<file path="config.mk">
export PLATFORM = sky130hd
export DESIGN_NAME = sum_checksum_frame_receiver
export DESIGN_NICKNAME = d
export VERILOG_FILES = /design/src/design/scf_pkg.sv /design/src/design/scf_csr.sv /design/src/design/scf_parse.sv /design/src/design/scf_outreg.sv /design/src/design/sum_checksum_frame_receiver.sv
export VERILOG_INCLUDE_DIRS = /design/src /design/src/design
export SDC_FILE = /design/constraint.sdc
export NUM_CORES = 1
export LEC_CHECK = 0
export BUFFER_PORTS_ARGS = -buffer_cell sky130_fd_sc_hd__buf_4
export CAP_MARGIN = 20
export CORE_UTILIZATION = 49
export CTS_BUF_LIST = sky130_fd_sc_hd__clkbuf_4 sky130_fd_sc_hd__clkbuf_8
export DETAILED_ROUTE_END_ITERATION = 10
export PLACE_DENSITY = 0.78
export SYNTH_ARGS = -nofsm -noshare
export SYNTH_HDL_FRONTEND = slang
export SYNTH_SLANG_ARGS = --single-unit
</file>
<file path="constraint.sdc">
create_clock -name clock -period 2.9 [get_ports clock]
set_clock_uncertainty 0.1 [all_clocks]
set_input_delay 0.58 -clock clock [delete_from_list [all_inputs] [get_ports clock]]
set_output_delay 0.58 -clock clock [all_outputs]
set_load 0.005 [all_outputs]
</file>
<file path="src/design/assert_macros.svh">
// ----------------------------------------------------------------------------
// Assertion macros
// Concurrent assertion wrappers; empty when SYNTHESIS is defined.
// ----------------------------------------------------------------------------
`ifndef ASSERT_MACROS_SVH
`define ASSERT_MACROS_SVH

`ifndef SYNTHESIS
`define ASSERT_IMPLIES(name, clk, rst, ante, cons) \
   name: assert property (@(posedge clk) disable iff (rst) (ante) |-> (cons)) \
      else $error("assertion failed");
`define ASSERT_NEXT(name, clk, rst, ante, cons) \
   name: assert property (@(posedge clk) disable iff (rst) (ante) |=> (cons)) \
      else $error("assertion failed");
`else
`define ASSERT_IMPLIES(name, clk, rst, ante, cons)
`define ASSERT_NEXT(name, clk, rst, ante, cons)
`endif

`endif

</file>
<file path="src/design/scf_pkg.sv">
// ----------------------------------------------------------------------------
// scf_pkg
// Shared constants and types of the sum checksum frame receiver.
// ----------------------------------------------------------------------------
`default_nettype none

package scf_pkg;

   localparam logic [7:0] HEADER_BYTE   = 8'hFF;
   localparam logic [7:0] RESERVED_BYTE = 8'h00;

   localparam logic [1:0] KIND_PAYLOAD  = 2'd0;
   localparam logic [1:0] KIND_ACCEPT   = 2'd1;
   localparam logic [1:0] KIND_REJECT   = 2'd2;
   localparam logic [1:0] KIND_UNUSED   = 2'd3;

   localparam logic [1:0] ERR_BAD_RESERVED = 2'd0;
   localparam logic [1:0] ERR_CMD_MISMATCH = 2'd1;
   localparam logic [1:0] ERR_BAD_CHECKSUM = 2'd2;
   localparam logic [1:0] ERR_ZERO_LENGTH  = 2'd3;

   localparam int unsigned CSR_ADDR_W = 2;
   localparam int unsigned CSR_DATA_W = 32;
   localparam logic [CSR_ADDR_W-1:0] ADDR_EXPECTED_COMMAND = 2'd0;

   typedef struct packed {
      logic       valid;
      logic [1:0] item_kind;
      logic [7:0] payload_byte;
      logic [7:0] byte_index;
      logic [7:0] payload_count;
      logic [1:0] error_code;
      logic       frame_end;
   } result_type;

endpackage

`default_nettype wire

</file>
<file path="src/design/scf_csr.sv">
// ----------------------------------------------------------------------------
// scf_csr
// APB register file holding the expected command code.
// ----------------------------------------------------------------------------
`default_nettype none

module scf_csr (
   input  wire logic                             clock,
   input  wire logic                             reset,
   input  wire logic                             psel,
   input  wire logic                             penable,
   input  wire logic                             pwrite,
   input  wire logic [scf_pkg::CSR_ADDR_W-1:0]   paddr,
   input  wire logic [scf_pkg::CSR_DATA_W-1:0]   pwdata,
   output logic      [scf_pkg::CSR_DATA_W-1:0]   prdata,
   output logic                                  pready,
   output logic      [7:0]                       expected_command
);
   import scf_pkg::*;

   logic [7:0] exp_cmd_ff;
   logic [7:0] exp_cmd_in;
   logic       wr_en;

   assign pready = 1'b1;
   assign wr_en  = psel && penable && pwrite && (paddr == ADDR_EXPECTED_COMMAND);

   always_comb begin
      exp_cmd_in = exp_cmd_ff;
      if (wr_en) begin
         exp_cmd_in = pwdata[7:0];
      end
   end

   always_ff @(posedge clock) begin
      if (reset) begin
         exp_cmd_ff <= 8'd0;
      end else begin
         exp_cmd_ff <= exp_cmd_in;
      end
   end

   always_comb begin
      prdata = '0;
      if (paddr == ADDR_EXPECTED_COMMAND) begin
         prdata = {{(CSR_DATA_W-8){1'b0}}, exp_cmd_ff};
      end
   end

   assign expected_command = exp_cmd_ff;

endmodule

`default_nettype wire

</file>
<file path="src/design/scf_parse.sv">
// ----------------------------------------------------------------------------
// scf_parse
// Input register and frame parser: phase, running sum, length and position.
// ----------------------------------------------------------------------------
`default_nettype none

module scf_parse (
   input  wire logic                  clock,
   input  wire logic                  reset,
   input  wire logic                  req_valid,
   input  wire logic [7:0]            req_rx_byte,
   output logic                       req_stall,
   input  wire logic                  advance,
   input  wire logic [7:0]            expected_command,
   output scf_pkg::result_type        result
);
   import scf_pkg::*;

   typedef enum logic [2:0] {
      PH_HUNT     = 3'd0,
      PH_RESERVED = 3'd1,
      PH_LENGTH   = 3'd2,
      PH_COMMAND  = 3'd3,
      PH_DATA     = 3'd4,
      PH_CHECK    = 3'd5
   } phase_type;

   logic       in_valid_ff, in_valid_in;
   logic [7:0] in_byte_ff,  in_byte_in;
   phase_type  phase_ff,    phase_in;
   logic [7:0] sum_ff,      sum_in;
   logic [7:0] len_ff,      len_in;
   logic [7:0] pos_ff,      pos_in;
   logic       fire;
   result_type res;

   assign req_stall = in_valid_ff && !advance;
   assign fire      = in_valid_ff && advance;

   always_comb begin
      in_valid_in = in_valid_ff;
      in_byte_in  = in_byte_ff;
      if (!req_stall) begin
         in_valid_in = req_valid;
         if (req_valid) begin
            in_byte_in = req_rx_byte;
         end
      end
   end

   always_comb begin
      phase_in = phase_ff;
      sum_in   = sum_ff;
      len_in   = len_ff;
      pos_in   = pos_ff;
      res      = '0;
      case (phase_ff)
         PH_RESERVED: begin
            if (in_byte_ff != RESERVED_BYTE) begin
               phase_in       = PH_HUNT;
               res.valid      = 1'b1;
               res.item_kind  = KIND_REJECT;
               res.error_code = ERR_BAD_RESERVED;
               res.frame_end  = 1'b1;
            end else begin
               phase_in = PH_LENGTH;
            end
         end
         PH_LENGTH: begin
            len_in   = in_byte_ff;
            sum_in   = in_byte_ff;
            phase_in = PH_COMMAND;
         end
         PH_COMMAND: begin
            sum_in = sum_ff + in_byte_ff;
            if (in_byte_ff != expected_command) begin
               phase_in       = PH_HUNT;
               res.valid      = 1'b1;
               res.item_kind  = KIND_REJECT;
               res.error_code = ERR_CMD_MISMATCH;
               res.frame_end  = 1'b1;
            end else begin
               pos_in   = 8'd0;
               phase_in = (len_ff <= 8'd1) ? PH_CHECK : PH_DATA;
            end
         end
         PH_DATA: begin
            sum_in = sum_ff + in_byte_ff;
            pos_in = pos_ff + 8'd1;
            // length is at least two here
            if (pos_in >= len_ff - 8'd1) begin
               phase_in = PH_CHECK;
            end
            res.valid        = 1'b1;
            res.item_kind    = KIND_PAYLOAD;
            res.payload_byte = in_byte_ff;
            res.byte_index   = pos_ff;
         end
         PH_CHECK: begin
            phase_in      = PH_HUNT;
            res.valid     = 1'b1;
            res.frame_end = 1'b1;
            if (in_byte_ff != sum_ff) begin
               res.item_kind  = KIND_REJECT;
               res.error_code = ERR_BAD_CHECKSUM;
            end else if (len_ff == 8'd0) begin
               res.item_kind  = KIND_REJECT;
               res.error_code = ERR_ZERO_LENGTH;
            end else begin
               res.item_kind     = KIND_ACCEPT;
               res.payload_count = len_ff - 8'd1;
            end
         end
         default: begin
            phase_in = (in_byte_ff == HEADER_BYTE) ? PH_RESERVED : PH_HUNT;
         end
      endcase
   end

   always_ff @(posedge clock) begin
      if (reset) begin
         in_valid_ff <= 1'b0;
         phase_ff    <= PH_HUNT;
         sum_ff      <= 8'd0;
         len_ff      <= 8'd0;
         pos_ff      <= 8'd0;
      end else begin
         in_valid_ff <= in_valid_in;
         if (fire) begin
            phase_ff <= phase_in;
            sum_ff   <= sum_in;
            len_ff   <= len_in;
            pos_ff   <= pos_in;
         end
      end
      in_byte_ff <= in_byte_in;
   end

   always_comb begin
      result       = res;
      result.valid = in_valid_ff && res.valid;
   end

endmodule

`default_nettype wire

</file>
<file path="src/design/scf_outreg.sv">
// ----------------------------------------------------------------------------
// scf_outreg
// Result register; holds an item until the receiving side takes it.
// ----------------------------------------------------------------------------
`default_nettype none

module scf_outreg (
   input  wire logic            clock,
   input  wire logic            reset,
   input  scf_pkg::result_type  result,
   output logic                 advance,
   output logic                 rsp_valid,
   input  wire logic            rsp_stall,
   output logic [1:0]           rsp_item_kind,
   output logic [7:0]           rsp_payload_byte,
   output logic [7:0]           rsp_byte_index,
   output logic [7:0]           rsp_payload_count,
   output logic [1:0]           rsp_error_code,
   output logic                 rsp_frame_end
);
   import scf_pkg::*;

   logic       out_valid_ff;
   result_type out_data_ff;

   assign advance = !out_valid_ff || !rsp_stall;

   always_ff @(posedge clock) begin
      if (reset) begin
         out_valid_ff <= 1'b0;
      end else if (advance) begin
         out_valid_ff <= result.valid;
      end
      if (advance && result.valid) begin
         out_data_ff <= result;
      end
   end

   assign rsp_valid         = out_valid_ff;
   assign rsp_item_kind     = out_data_ff.item_kind;
   assign rsp_payload_byte  = out_data_ff.payload_byte;
   assign rsp_byte_index    = out_data_ff.byte_index;
   assign rsp_payload_count = out_data_ff.payload_count;
   assign rsp_error_code    = out_data_ff.error_code;
   assign rsp_frame_end     = out_data_ff.frame_end;

endmodule

`default_nettype wire

</file>
<file path="src/design/sum_checksum_frame_receiver.sv">
// Bytes wait in the input register, results in the result register; each
// holds one item. Throughput: one byte per cycle unless stalled; the input
// side stalls only while both registers are full and rsp_stall is high.
// Reset (synchronous, active high) returns the parser to header hunting,
// empties both registers and clears the expected command to zero.
// ----------------------------------------------------------------------------
// sum_checksum_frame_receiver
// Header/length frame deframer with an 8-bit sum checksum.
// ----------------------------------------------------------------------------
`default_nettype none
`include "assert_macros.svh"

module sum_checksum_frame_receiver (
   input  wire logic                             clock,
   input  wire logic                             reset,
   input  wire logic                             req_valid,
   output logic                                  req_stall,
   input  wire logic [7:0]                       req_rx_byte,
   output logic                                  rsp_valid,
   input  wire logic                             rsp_stall,
   output logic      [1:0]                       rsp_item_kind,
   output logic      [7:0]                       rsp_payload_byte,
   output logic      [7:0]                       rsp_byte_index,
   output logic      [7:0]                       rsp_payload_count,
   output logic      [1:0]                       rsp_error_code,
   output logic                                  rsp_frame_end,
   input  wire logic                             psel,
   input  wire logic                             penable,
   input  wire logic                             pwrite,
   input  wire logic [scf_pkg::CSR_ADDR_W-1:0]   paddr,
   input  wire logic [scf_pkg::CSR_DATA_W-1:0]   pwdata,
   output logic      [scf_pkg::CSR_DATA_W-1:0]   prdata,
   output logic                                  pready
);
   import scf_pkg::*;

   logic [7:0] expected_command;
   logic       advance;
   result_type result;

   scf_csr u_csr (
      .clock            (clock),
      .reset            (reset),
      .psel             (psel),
      .penable          (penable),
      .pwrite           (pwrite),
      .paddr            (paddr),
      .pwdata           (pwdata),
      .prdata           (prdata),
      .pready           (pready),
      .expected_command (expected_command)
   );

   scf_parse u_parse (
      .clock            (clock),
      .reset            (reset),
      .req_valid        (req_valid),
      .req_rx_byte      (req_rx_byte),
      .req_stall        (req_stall),
      .advance          (advance),
      .expected_command (expected_command),
      .result           (result)
   );

   scf_outreg u_outreg (
      .clock             (clock),
      .reset             (reset),
      .result            (result),
      .advance           (advance),
      .rsp_valid         (rsp_valid),
      .rsp_stall         (rsp_stall),
      .rsp_item_kind     (rsp_item_kind),
      .rsp_payload_byte  (rsp_payload_byte),
      .rsp_byte_index    (rsp_byte_index),
      .rsp_payload_count (rsp_payload_count),
      .rsp_error_code    (rsp_error_code),
      .rsp_frame_end     (rsp_frame_end)
   );

   `ASSERT_IMPLIES(a_end_matches_kind, clock, reset, rsp_valid, rsp_frame_end == (rsp_item_kind != KIND_PAYLOAD))
   `ASSERT_IMPLIES(a_kind_in_range, clock, reset, rsp_valid, rsp_item_kind != KIND_UNUSED)
   `ASSERT_IMPLIES(a_payload_clean, clock, reset, rsp_valid && (rsp_item_kind == KIND_PAYLOAD), (rsp_error_code == ERR_BAD_RESERVED) && (rsp_payload_count == 8'd0))
   `ASSERT_NEXT(a_new_result_loaded, clock, reset, result.valid && advance, rsp_valid)

endmodule

`default_nettype wire
</file>
Word level (Yosys, flattened, before mapping)
Index checks and enable logic that the tools add are counted.

Magnitude comparators: 2. $add $sub $neg: 3. Muxes and demuxes: 20. Divide/modulo/power cells: 0. Reduce and logical (&&, ||, !) cells: 23. Bitwise logic cells: 2. $mul: 0. Shift-type cells: 0. Eq/ne operators: 10.

Operator list (count): one-hot mux 8 bit (2 select lines) (2); two-way mux 8 bit (2); != test 8 bit (2); one-hot mux 3 bit (5 select lines) (1); two-way mux 2 bit (6); two-way mux 3 bit (4); one-hot mux 3 bit (4 select lines) (1); one-hot mux 3 bit (3 select lines) (1); adder 8 x 1 -> 8 bit (second input constant) (1); adder 8 bit (1); == test 8 bit (second input constant) (1); >= comparator 8 bit (1); <= comparator 8 x 1 -> 1 bit (second input constant) (1); logical NOT 8 bit (1); AND reduction 2 bit (4); nonzero test 8 bit (1); subtractor 8 x 1 -> 8 bit (second input constant) (1); logical AND 1 bit (7); == test 3 x 2 -> 1 bit (second input constant) (2); == test 3 bit (second input constant) (2); nonzero test 2 bit (2); == test 3 x 1 -> 1 bit (second input constant) (1); logical NOT 1 bit (3); two-way mux 1 bit (3); other kinds (8) (9).

RAM bits: 0. Flip-flop bits (word level): 74. Memories kept: 0. Latch bits: 0. Memory bits (read-only): 0.

Longest topological paths before layout
Depth in word-level cells: 6. Gate-level depth with buffers: 11.

Modules after synthesis
A second synthesis with hierarchy kept.

Cell total of the unflattened synthesis: 414. Area total of the unflattened synthesis: 4112.7 sq um.

By module, submodules not included: scf_parse (area an instance 2577.5 sq um, cells an instance 309, instances 1); scf_outreg (area an instance 909.6 sq um, cells an instance 34, instances 1); scf_csr (area an instance 625.6 sq um, cells an instance 71, instances 1).

Least setup slack after synthesis
Ideal clock, no wire load.

Kind: in2reg. Start: in rsp_stall. End: reg u_outreg.out_data_ff, in the netlist u_outreg.rsp_byte_index[0] (enable). Buffers on the path: 2. Arrival: 2381 ps. Required time: 2385 ps. Stages on the path: 4. Path slack: 4 ps. Setup time: 415 ps. Cells stage by stage: a21bo_2 -> buf_4 -> clkbuf_1 -> nor2_1.

Cells in the longest elaborated chain, start to end: 3.

RTL lines: start, declared (line sum_checksum_frame_receiver.sv:20) `input wire logic rsp_stall,`; logical NOT 1 bit (line scf_outreg.sv:26) `assign advance = !out_valid_ff || !rsp_stall;`; logical OR 1 bit (line scf_outreg.sv:26); logical AND 1 bit (line scf_outreg.sv:34) `if (advance && result.valid) begin`; end signal, assigned (line scf_outreg.sv:35) `out_data_ff <= result;`; end, declared (line scf_outreg.sv:24) `result_type out_data_ff;`.

No other way between the ends. A chain may end at the register's enable or synchronous reset.

Worst setup path in the final report
Start: reg u_parse.len_ff[2]. End: reg u_parse.phase_ff[1].

Cells in the longest elaborated chain, start to end: 4.

RTL lines: start, declared (line scf_parse.sv:32) `logic [7:0] len_ff, len_in;`; start signal, assigned (line scf_parse.sv:132) `len_ff <= len_in;`; subtractor 8 x 1 -> 8 bit (line scf_parse.sv:91) `if (pos_in >= len_ff - 8'd1) begin`; >= comparator 8 bit (line scf_parse.sv:91); != test 2 x 1 -> 1 bit (no line); AND reduction 2 bit (no line); end signal, assigned (line scf_parse.sv:130) `phase_ff <= phase_in;`; end, declared (line scf_parse.sv:30) `phase_type phase_ff, phase_in;`.

No other way between the ends.

==> impl_metrics.yaml <==
critical_path:
  regToRegSetupSlack_ns: 0.19
  worstPathArrival_ns: 2.83
  cp-start-kind: "register"
  r2r-end: "u_parse.phase_ff[1]"
  cp_cell_sequence: "or4_4 > nor4_2 > xnor2_1 > ha_1 > nand3_1 > o221ai_1 > a21oi_1 > buf_4 > o311ai_1 > o41ai_1"
  slowest_delay_ns: 0.58
  r2r_start: "u_parse.len_ff[2]"
  critPathBufInv: 1
  required_ns: 3.02
  worstSetupPathDepth: 10
  cp-end-kind: "register"
  critPathMaxFanout: 5
  critPathKind: "reg2reg"
  crit_family: "simple AND/OR/NAND/NOR gates"
  reg2reg_depth: 10
  worst_path_max_delay_cell: "or4_4"
clock_tree:
  cts_tree: "built"
  cts_made_buffers: 9
  clkLatencyLatePin_ns: 0.35
  root_buffer: "clkbuf_8"
  clock-sinks: 74
  cts_setup_buffers: 0
  cts.clk_slew.worst_paths_ns: 0.08
  h-tree-depth: 3
  clk_path_buf_depth: 2
route:
  vias_per_cell: 5.42
  vias: 3234
  drtPass1Iterations: 4
  drt_wl_total_mm: 8.47
  initialDrtViolationCount: 198
  remaining_drc_errors: 0
  wire_per_inst_um: 14.2
  postRouteAntennaNets: 0
global_route:
  grt_pass1_wl_mm: 13.8
  grt_overflow: 0
  grt_antenna_before_repair: 0
  grt_max_degree: 33
  track_usage_pct: 20.4
  grt_pass1_vias: 2946
pwr:
  power-per-cell-area_nw_per_um2: 434
  vdd_drop_max_uv: 335
  p_leak_nw: 1.95
place:
  gp_congestion: 0.860
  pre_cts_ws_ns: 0.0580
  dpl.cell_count: 581
  place.port_buffers: 63
  hpwl_mm: 6.06
floorplan:
  die-area_um2: 8780
  initial_core_util_pct: 50.4
  io_pins: 113
  die_h_um: 93.7
  die_w_um: 93.7
  fp-row-count: 33
  coreArea_um2: 8180
timing:
  min_period_ns: 2.71
  max_freq_ghz: 0.369
  fin_ws_ns: 0.189
  final.period_utilization_pct: 93.5
  tightest_slew_ns: 0.829
  hold_viol_final: 0
  slew_violations: 0
  setup_viol: 0
  rsz0062_at_grt: "false"
  relSlewSlack_pct: 44.2
  fin_tns_setup_ns: 0
finish:
  register_area_um2: 1850
  multi_input_area_um2: 2060
  num_antenna_cells: 0
  final_common_cell: "buf_4"
  instances_no_fill: 597
  nFillCells: 708
  drive_gt1_share_pct: 21.5
  final_cell_mix: "buf_4, nor2_1, dfxtp_1, edfxtp_1, nand2_1"
  area_growth_pct: 18.2
  nNetsFinal: 555
min_path:
  min_from: "req_rx_byte[3]"
  hold_path_depth: 1
  worstHoldPathType: "in2reg"
  worst_hold_path.endpoint: "u_parse.in_byte_ff[3]"
logic_synthesis:
  synth_seq_cells: 74
  synth.distinct_cells: 66
  synth_edf_count: 37
  synthArstFlopShare_pct: 0
  synth_top_flop_cell: "edfxtp_1"
  synth-warning-count: 0
  netlist_instances: 420
  syn_avg_cell_area_um2: 9.81
  yosysSeqAreaShare_pct: 44.9
  synth_area_um2: 4120
run_status:
  status: "completed"
run:
  cap_violations: 0
## through the flow
step / utilization [%] / total power [W] / hold WS (ns) / instance area (um2)
detailed placement: 56.8 / 0.00125 / 0.370 / 4640
global route: 59.6 / 0.00219 / 0.296 / 4870
global placement: 56.8 / 0.00125 / 0.360 / 4640
floorplan: - / 0.00122 / 0.348 / 4210
CTS: 59.5 / 0.00212 / 0.296 / 4860
finish: 59.6 / 0.00211 / 0.304 / 4870
## sequential cells by signal, indices dropped and copies added, names as in the netlist
name	flops
u_outreg.rsp_payload_count	8
u_parse.phase_ff	3
u_parse.in_byte_ff	8
u_parse.sum_ff	8
u_parse.len_ff	8
u_outreg.rsp_error_code	2
u_outreg.rsp_frame_end	1
u_parse.pos_ff	8
u_csr.expected_command	8
u_parse.in_valid_ff	1
u_outreg.rsp_payload_byte	8
u_outreg.rsp_valid	1
u_outreg.rsp_item_kind	2
u_outreg.rsp_byte_index	8
## where the power goes
part	switching (W)	total (W)	internal (W)
logic	0.0000585	0.000104	0.0000459
clock network	0.000384	0.000887	0.000503
registers	0.0000214	0.00112	0.00110
total	0.000464	0.00211	0.00165
## layout make-up
type / instances / area share [%]
Inverter: 12 / 0.925
Tap cell: 105 / 2.70
Clock inverter: 5 / 1.62
Sequential cell: 74 / 38.0
Multi-Input combinational cell: 317 / 42.4
Clock buffer: 11 / 2.85
Timing Repair Buffer: 73 / 11.5
## timing repair
action                                  4_1_cts  5_1_grt
resized for setup                             0        3
endpoints found under the setup margin        0        1
hold buffers                                  0        0
## worst max path at each step
| stage | from | to | slack [ns] |
|---|---|---|---|
| final | u_parse.len_ff[2] | u_parse.phase_ff[1] | 0.19 |
| after floorplan | rsp_stall | u_outreg.rsp_byte_index[0] | 0.004 |
| after global routing | u_parse.len_ff[2] | u_parse.phase_ff[1] | 0.04 |
| after detailed placement | u_parse.len_ff[2] | u_parse.phase_ff[1] | 0.06 |
| after CTS | u_parse.len_ff[2] | u_parse.phase_ff[1] | 0.04 |
| after global placement | u_parse.len_ff[2] | u_parse.phase_ff[1] | 0.17 |
## cells in the mapped netlist (7+ instances only)
cell      number  area, um2
nor2_1        49        184
xor2_1        13        114
nor2b_1        7       43.8
nor3_1         9       45.0
xnor2_1       10       87.6
nand2_1       28        105
buf_4         26        195
and2_1        22        138
a21oi_1        9       45.0
a211oi_1       7       52.6
o21ai_0       11       55.1
edfxtp_1      37       1110
mux2i_1       16        160
inv_1         11       41.3
clkbuf_1       9       33.8
nand3_1       16       80.1
ha_1          18        225
dfxtp_1       37        741
nor4_1         8       50.1
## layer usage
layer / global-route usage (%) / wire (um)
met5: 0 / 0
met4: 9.49 / 254
met3: 3.88 / 595
met2: 32.0 / 3840
met1: 27.1 / 3790
## cells by family after synthesis
logic type,after synthesis,synth area share (%)
simple gates,167,21.1
flops,74,44.9
compound gates,67,11.7
buf+inv,52,7.38
xor+xnor,23,4.89
fa+ha+maj,19,5.95
mux,16,3.89
other cells,2,0.182
Power figures use the tool's default switching activity.
